<file path="src/hw/rtl/ipc_pkg.sv">
package ipc_pkg;

  // Default parameter values.
  localparam int ANGLE_BITS_DEF     = 16;
  localparam int SINE_FRAC_BITS_DEF = 15;

  // Fixed-point constants.
  localparam logic [30:0] HALF_PI_Q30 = 31'd1686629713;
  localparam logic [30:0] Q30_ONE     = 31'h4000_0000;
  localparam logic [17:0] SQRT3_Q16   = 18'd113512;

  // Horner steps of the quarter-wave sine series, with the divisor of each step
  // and floor(2^32 / divisor) for the reciprocal multiply.
  localparam int SERIES_STEPS = 6;
  localparam logic [7:0] SERIES_DIV [SERIES_STEPS] =
    '{8'd156, 8'd110, 8'd72, 8'd42, 8'd20, 8'd6};
  localparam logic [29:0] SERIES_RECIP [SERIES_STEPS] =
    '{30'd27531841, 30'd39045157, 30'd59652323,
      30'd102261126, 30'd214748364, 30'd715827882};

  // Sine unit latency: angle fold, square, three stages per step, product, round.
  localparam int SIN_LAT = 2 + 3 * SERIES_STEPS + 2;

  // Compare divider: 32-bit dividend, 16-bit quotient, one bit per stage.
  localparam int NUM_W = 32;
  localparam int QUO_W = 16;

  // Register map.
  typedef enum logic [1:0] {
    REG_SUPPLY = 2'd0,
    REG_PERIOD = 2'd1,
    REG_OFFSET = 2'd2
  } reg_idx_t;

  localparam logic [15:0] SUPPLY_RST = 16'd3072;
  localparam logic [15:0] PERIOD_RST = 16'd1000;
  localparam logic [15:0] OFFSET_RST = 16'd0;

endpackage

</file>
<file path="src/hw/rtl/ipc_div.sv">
module ipc_div (
  input  logic                       clk,
  input  logic                       en,
  input  logic [ipc_pkg::NUM_W-1:0]  num,
  input  logic [ipc_pkg::QUO_W-1:0]  den,
  output logic [ipc_pkg::QUO_W-1:0]  quo
);
  import ipc_pkg::*;

  // The quotient is known to fit in QUO_W bits, so the upper half of the
  // dividend is already below the divisor.
  logic [QUO_W-1:0] rem_s [0:QUO_W-1];
  logic [QUO_W-1:0] sh_s  [0:QUO_W];

  assign rem_s[0] = num[NUM_W-1:QUO_W];
  assign sh_s[0]  = num[QUO_W-1:0];

  for (genvar k = 0; k < QUO_W; k++) begin : g_bit
    logic [QUO_W:0]   trial;
    logic [QUO_W:0]   diff;
    logic             ge;
    logic [QUO_W-1:0] sh_r;

    assign trial = {rem_s[k], sh_s[k][QUO_W-1]};
    assign ge    = trial >= {1'b0, den};
    assign diff  = trial - {1'b0, den};

    always_ff @(posedge clk) begin
      if (en) begin
        sh_r <= {sh_s[k][QUO_W-2:0], ge};
      end
    end
    assign sh_s[k+1] = sh_r;

    if (k < QUO_W - 1) begin : g_rem
      logic [QUO_W-1:0] rem_r;
      always_ff @(posedge clk) begin
        if (en) begin
          rem_r <= ge ? diff[QUO_W-1:0] : trial[QUO_W-1:0];
        end
      end
      assign rem_s[k+1] = rem_r;
    end
  end

  assign quo = sh_s[QUO_W];

endmodule

</file>
<file path="config.mk">
export PLATFORM = sky130hd
export DESIGN_NAME = ipc_div
export DESIGN_NICKNAME = d
export VERILOG_FILES = /design/src/hw/rtl/ipc_pkg.sv /design/src/hw/rtl/ipc_div.sv
export SDC_FILE = /design/constraint.sdc
export NUM_CORES = 1
export LEC_CHECK = 0
export ABC_AREA = 1
export BUFFER_PORTS_ARGS = -buffer_cell sky130_fd_sc_hd__buf_4
export CAP_MARGIN = 20
export CORE_MARGIN = 2
export CORE_UTILIZATION = 45
export DETAILED_ROUTE_END_ITERATION = 10
export PLACE_DENSITY = 0.69
export SLEW_MARGIN = 20
export SYNTH_ARGS = -nofsm -noshare
export SYNTH_HDL_FRONTEND = slang
export SYNTH_SLANG_ARGS = --single-unit
</file>
<file path="constraint.sdc">
create_clock -name clk -period 2.08 [get_ports clk]
set_input_delay 0.208 -clock clk [delete_from_list [all_inputs] [get_ports clk]]
set_output_delay 0.208 -clock clk [all_outputs]
set_load 0.01 [all_outputs]
</file>
==> impl_metrics.csv, run 1 <==
group,metric,value,unit
cts,path_clk_slew,0.06,ns
grt,grt_max_degree,79,
worst_setup_path,worstPathRequired,2.47,ns
floorplanning,ioPinCount,66,
pwr,power_frac_comb,58.9,%
timing,min_period_over_period,102,%
grt,overflow,0,
finish,nets,5765,
worst_setup_path,critPathLaunchType,"register",
routing,vias,32700,
grt,antenna_found_initial,0,
floorplanning,die_area,0.0798,mm2
grt,busiest_layer,"met2",
pwr,p_leak,0.0242,uW
timing,slew_headroom,70.4,%
routing,first_iter_violations,2584,
placement,dpl.hpwl,74400,um
cts,numCtsBuffers,56,
placement,globalplace.congestion,0.924,
timing,timing.fmax,0.472,GHz
pwr,peakVddDrop,0.000916,V
floorplanning,core_area,0.0771,mm2
yosys,syn_inst,4517,
grt,use_met2,42.0,%
finish,register_area,0.0149,mm2
yosys,synth-seq-area-share,42.7,%
grt,grt_pass1_wl,155000,um
routing,vias_per_cell,5.01,
cts,cts.sinks,496,
timing,fin_ws,-0.0391,ns
worst_setup_path,rr_worst_depth,12,
pwr,seq_power_share,26.4,%
cts,htree_num_levels,2,
finish,diodes,0,
floorplanning,rows,102,
placement,port_buffers,65,
finish,layout-drive-gt1-share,25.5,%
routing,routed_wl,103000,um
placement,post-place-ws,-0.247,ns
finish,area_growth,36.9,%
floorplanning,die_h,282,um
grt,grt_pass1_vias,30400,
timing,skew,0.0249,ns
yosys,synth_nets,4838,
cts,cts_tree,"done",
cts,clk_latency,0.65,ns
worst_setup_path,crit_path_end_kind,"register",
yosys,synthesis.area,0.0349,mm2
outcome,status,"complete, but fails checks",
grt,met3_usage,3.13,%
yosys,synth.avg_cell_area,7.73,um2
yosys,yosysUniqueCellTypes,38,
worst_setup_path,worstSetupPathType,"register to register",
cts,cts_root_buffer,"clkbuf_16",
pwr,p_total,66000,uW
finish,multi_input_area,0.0193,mm2
timing,rsz0062_at_grt,"yes",
outcome,violations,"setup timing",
pwr,p_sw,27300,uW
routing,antenna_left,0,
worst_hold_path,hold_depth,2,
timing,finalHoldViolations,0,
finish,stdcell_count,6526,
placement,dp.cells,6293,
cts,cts_buffer_depth,3,
finish,nFillCells,6542,
worst_setup_path,crit_arrival,2.51,ns
timing,final-setup-viol-count,10,
timing,tightest_slew,0.444,ns
routing,drc,0,
routing,post_drt_wl_per_cell,15.8,um
worst_hold_path,holdCritPathClass,"input pin to register",
timing,finalCriticalPeriod,2.12,ns
pwr,p_int,38800,uW
routing,first_pass_iters,6,
pwr,powerDensity,1380,mW/mm2
grt,grt_usage,24.6,%
worst_setup_path,crit_path_max_fanout,7,
yosys,yosysWarnings,0,
grt,grtUsageMet1,32.1,%
pwr,swShare,41.3,%
yosys,ys_seq_elements,496,
flow_run,drv_cap,0,
floorplanning,start_util,45.3,%
pwr,p_clk_share,14.7,%
floorplanning,die_w,282,um
timing,slew_violations,0,
-- synthesized netlist by cell type --
cell type | number | share of area, %
xor2_1 | 72 | 1.8
inv_1 | 732 | 7.9
ha_1 | 256 | 9.2
nor3_2 | 3 | 0.086
buf_2 | 22 | 0.32
o21ai_0 | 5 | 0.072
clkbuf_2 | 2 | 0.029
nor2_2 | 10 | 0.18
or2_0 | 1 | 0.018
nand4_1 | 71 | 1.3
buf_6 | 15 | 0.48
a21oi_1 | 136 | 2.0
nor4_2 | 3 | 0.11
o21bai_1 | 10 | 0.22
o21ai_1 | 4 | 0.057
o21a_1 | 14 | 0.30
inv_2 | 11 | 0.12
and3_1 | 9 | 0.16
nand3_1 | 407 | 5.8
buf_4 | 13 | 0.28
and2_1 | 11 | 0.20
nand3b_1 | 33 | 0.71
nand2_1 | 1836 | 20
nand3_2 | 12 | 0.34
a21o_1 | 1 | 0.022
nand2_2 | 31 | 0.56
buf_8 | 1 | 0.043
nor4_4 | 3 | 0.18
nand2_4 | 17 | 0.55
nor2_4 | 15 | 0.48
fa_1 | 15 | 0.86
nor3_1 | 44 | 0.63
xnor2_1 | 22 | 0.55
edfxtp_1 | 496 | 43
or2_2 | 4 | 0.072
nor2_1 | 174 | 1.9
or2_1 | 3 | 0.054
nor3b_2 | 3 | 0.11
-- cells in the final DEF, fill, tap and decap left out, types with 32 or more instances in the layout --
cell              n
buf_4           816
nand2_4          34
nor2_1          155
ha_1            117
nand3_1         391
nand4_1          71
ha_4            134
nand2_2          94
xor2_1           71
nand2_1        1751
clkbuf_16        60
a21oi_1         128
nor3_1           38
edfxtp_1        496
dlygate4sd3_1    32
buf_12           48
inv_1           713
nand3b_1         33
-- layer usage --
metal  wire length [um]  share of wire [%]  up-vias
met5                  0                  0        -
met4               3320                3.2        0
met3               6580                6.4      212
met2              49300                 48     1001
met1              43800                 43    15100
li1                   -                  -    16400
-- final cells by class --
cell class | count | area share (%)
multi-input combinational | 3230 | 40.4
sequential | 496 | 31.2
timing repair buffer | 916 | 16.1
inverter | 743 | 5.87
clock buffer | 66 | 3.06
tap | 1040 | 2.72
clock inverter | 34 | 0.673
timing repair inverter | 1 | 0.0183
-- worst max-delay path, cell delays in order, from the launching register on --
cell      delay, ns
edfxtp_1       0.51
ha_4           0.34
nand2_1        0.06
inv_2          0.08
nand2_4        0.06
nor2_4         0.13
nand2_2        0.09
nor2_4         0.13
nor2_4         0.06
nand2_8        0.13
clkinv_8       0.12
nand2_4        0.07
nand2_2        0.06
-- flip-flops by register name, indices dropped and copies added (netlist names) --
name and cells:
quo 16, g_bit.g_rem.rem_r 240, g_bit.sh_r 240
-- stage by stage --
stage | area (um2) | hold WS (ns) | setup TNS [ns] | utilization (%)
after floorplan | 34900 | 0.307 | 0 | -
after global placement | 42300 | 0.386 | -33.15 | 54.9
after detailed placement | 42300 | 0.387 | -39.67 | 54.9
after CTS | 44600 | 0.243 | 0 | 57.9
after global routing | 47800 | 0.267 | -2.78 | 62.0
final | 47800 | 0.280 | -0.190 | 62.0
-- kinds of logic after synthesis --
group	after synthesis	synth area share [%]
AO/OA/AOI/OAI	170	2.62
flip-flops	496	42.7
AND/OR/NAND/NOR	2690	33.2
XOR/XNOR	94	2.36
adder cells (fa/ha/maj)	271	10.0
buffers and inverters	796	9.14
-- repair_timing --
action	4_1_cts	5_1_grt
setup endpoints to repair	81	228
pin swaps	2	87
hold buffers	32	0
gates resized for setup	28	371
setup buffers	4	87
hold endpoints to repair	46	0
cloned	0	11
-- path summary, 6_finish.rpt --
| path | startpoint | end | slack, ns |
|---|---|---|---|
| max | g_bit[3].g_rem.rem_r[5] | g_bit[4].g_rem.rem_r[9] | -0.04 |
| min | num[8] | g_bit[0].sh_r[9] | 0.28 |
| max reg2reg | g_bit[3].g_rem.rem_r[5] | g_bit[4].g_rem.rem_r[9] | -0.04 |
| min reg2reg | g_bit[8].sh_r[0] | g_bit[9].sh_r[1] | 0.41 |
-- power by group through the flow --
stage / logic [uW] / clock network [uW] / registers [uW]
2_1_floorplan: 20600 / 0 / 16100
3_3_place_gp: 33000 / 0 / 17100
3_5_place_dp: 33700 / 0 / 17100
4_1_cts: 34100 / 9960 / 17000
5_1_grt: 43200 / 10300 / 17600
6_report: 38800 / 9730 / 17400
No activity file was read; power rests on OpenSTA's default activity.
==> run 2: changes to the inputs <==
--- a/config.mk
+++ b/config.mk
@@ -5,7 +5,6 @@
 export SDC_FILE = /design/constraint.sdc
 export NUM_CORES = 1
 export LEC_CHECK = 0
-export ABC_AREA = 1
 export BUFFER_PORTS_ARGS = -buffer_cell sky130_fd_sc_hd__buf_4
 export CAP_MARGIN = 20
 export CORE_MARGIN = 2
==> impl_metrics.csv, run 2 <==
group,metric,value,unit
timing,finalCriticalPeriod,3.18,ns
grt,antenna_found_initial,0,
timing,finalHoldViolations,0,
yosys,yosysUniqueCellTypes,87,
floorplanning,core_area,0.0632,mm2
placement,dpl_cell_area,0.0369,mm2
worst_setup_path,crit_path_end_kind,"register",
floorplanning,die_h,257,um
timing,min_period_over_period,153,%
pwr,power_frac_comb,59.8,%
worst_setup_path,crit_path_max_fanout,6,
finish,final_area,0.0423,mm2
floorplanning,ioPinCount,66,
yosys,yosysTopAreaCell,"edfxtp_1",
finish,stdcell_count,4354,
outcome,status,"complete, but fails checks",
timing,slew_headroom,56.7,%
finish,layout_common_cells,"905 x buf_4, 496 x edfxtp_1, 211 x ha_1",
timing,rsz0062_at_grt,"yes",
placement,port_buffers,65,
grt,overflow,0,
yosys,synth-seq-area-share,51.6,%
grt,grt_pass1_wl,128000,um
yosys,synth.avg_cell_area,11.9,um2
yosys,synth_nets,2739,
finish,nets,3786,
finish,post-route-util,67.0,%
worst_setup_path,critPathLaunchType,"register",
yosys,synth.most_common_cell,"edfxtp_1",
placement,globalplace.congestion,0.930,
worst_hold_path,worst_hold_path.endpoint,"g_bit[0].g_rem.rem_r[15]",
pwr,powerDensity,1590,mW/mm2
worst_setup_path,r2r-end,"g_bit[13].g_rem.rem_r[5]",
routing,vias_per_cell,5.41,
pwr,p_sw,23700,uW
pwr,p_leak,0.0179,uW
worst_setup_path,regToRegSetupSlack,-1.10,ns
yosys,synth_commonest_cells,"496 x edfxtp_1, 256 x ha_1, 182 x a21oi_1",
flow_run,drv_cap,0,
worst_setup_path,rr_worst_depth,12,
worst_setup_path,crit_arrival,3.55,ns
cts,path_clk_slew,0.06,ns
routing,antenna_left,0,
pwr,p_clk_share,14.4,%
pwr,peakVddDrop,0.000824,V
yosys,synth_top_flop_cell,"edfxtp_1",
worst_hold_path,min-delay-start,"num[31]",
worst_hold_path,hold_depth,3,
cts,cts_tree,"done",
placement,dpl.hpwl,56300,um
cts,cts.sinks,496,
cts,cts_root_buffer,"clkbuf_16",
yosys,yosysWarnings,0,
finish,layout-drive-gt1-share,43.8,%
yosys,syn_inst,2418,
timing,skew,0.0301,ns
grt,grt_pass1_vias,24100,
yosys,synth-edff-count,496,
yosys,synthesis.area,0.0289,mm2
routing,first_pass_iters,7,
worst_setup_path,rr_startpoint,"g_bit[12].sh_r[15]",
yosys,yosys-top-cells-area,"edfxtp_1 52%, ha_1 11%, mux2_2 3.6%",
routing,post_drt_wl_per_cell,19.1,um
grt,grt_max_degree,51,
timing,fin_ws,-1.10,ns
cts,htree_num_levels,2,
finish,diodes,0,
timing,tightest_slew,0.649,ns
finish,final_common_cell,"buf_4",
worst_setup_path,worstPathRequired,2.45,ns
pwr,swShare,35.3,%
routing,vias,23600,
timing,timing.fmax,0.315,GHz
floorplanning,rows,92,
floorplanning,die_w,257,um
timing,fin_setup_tns,-184.04,ns
routing,first_iter_violations,1539,
worst_hold_path,holdCritPathClass,"input pin to register",
yosys,synthArstFlopShare,0,%
cts,cts_buffer_depth,3,
cts,numCtsBuffers,55,
yosys,ys_seq_elements,496,
routing,routed_wl,83200,um
timing,final-setup-viol-count,256,
grt,grt_usage,24.2,%
outcome,violations,"setup timing",
routing,drc,0,
placement,post-place-ws,-1.46,ns
pwr,seq_power_share,25.7,%
worst_setup_path,worstSetupPathType,"register to register",
yosys,synth.top_cell.area_share,51.6,%
cts,clk_latency,0.62,ns
floorplanning,start_util,45.7,%
finish,nFillCells,4435,
pwr,p_int,43500,uW
placement,dp.cells,4092,
timing,slew_violations,0,
finish,area_growth,46.7,%
floorplanning,die_area,0.0662,mm2
[run 2: worst max path at each step]
| stage | startpoint | to | slack (ns) | cells past startpoint |
|---|---|---|---|---|
| after floorplan | den[1] | g_bit[4].g_rem.rem_r[10] | -1.00 | 12 |
| after global placement | den[1] | g_bit[12].g_rem.rem_r[8] | -1.32 | 14 |
| after detailed placement | den[1] | g_bit[14].g_rem.rem_r[4] | -1.46 | 13 |
| after CTS | g_bit[3].g_rem.rem_r[0] | g_bit[4].g_rem.rem_r[6] | -1.01 | 12 |
| after global routing | g_bit[12].sh_r[15] | g_bit[13].g_rem.rem_r[5] | -1.14 | 12 |
| final | g_bit[12].sh_r[15] | g_bit[13].g_rem.rem_r[5] | -1.10 | 12 |
[run 2: logic make-up (layout without fill, tap and decap cells)]
logic type	Yosys count	count (layout)	share of synthesized area (%)
flops	496	496	51.6
simple gates	592	593	9.91
buf+inv	141	1230	2.08
xor+xnor	170	170	5.16
mux	128	128	5.09
fa+ha+maj	271	271	12.1
compound gates	620	620	14.0
[run 2: repair_timing]
item / in CTS / in global routing
setup buffers: 88 / 48
cloned: 16 / 0
hold buffers: 30 / 0
setup endpoints to repair: 256 / 256
gates resized for setup: 394 / 171
endpoints found under the hold margin: 30 / 0
pin swaps: 120 / 105
[run 2: worst max-delay path, stage by stage (launching register included)]
cell and delay [ns]:
edfxtp_1 0.51, inv_1 0.11, ha_2 0.19, nor2b_2 0.05, o21ai_2 0.18, a21boi_2 0.09, o311a_1 0.40, o311a_1 0.35
nor4_1 0.36, o21a_2 0.30, buf_12 0.17, a211oi_2 0.05, a21o_1 0.16
[run 2: layout make-up]
class | count | area (um2) | share of cell area (%)
multi-input combinational | 1782 | 15600 | 36.9
timing repair buffer | 1027 | 8560 | 20.2
sequential | 496 | 14900 | 35.2
tap | 846 | 1060 | 2.50
clock buffer | 61 | 1400 | 3.30
clock inverter | 39 | 367 | 0.866
inverter | 103 | 424 | 1.00
[run 2: through the flow]
stage               power, uW  hold slack (ns)
floorplan               35200            0.307
global placement        47600            0.386
detailed placement      48700            0.387
CTS                     64700           0.0310
global route            71200           0.0918
finish                  67200           0.0404
[run 2: power groups by stage]
stage / registers (uW) / clock network [uW] / logic [uW]
6_report: 17300 / 9710 / 40200
3_3_place_gp: 17300 / 0 / 30300
3_5_place_dp: 17300 / 0 / 31300
2_1_floorplan: 16400 / 0 / 18800
5_1_grt: 17500 / 10300 / 43400
4_1_cts: 17200 / 9900 / 37500
[run 2: metal layers]
layer	GRT usage (%)	vias up	wire, um
met5	0	-	0
met4	8.46	0	3250
met3	3.14	196	3680
met2	42.9	585	41600
met1	30.4	11500	34700
li1	-	11300	-
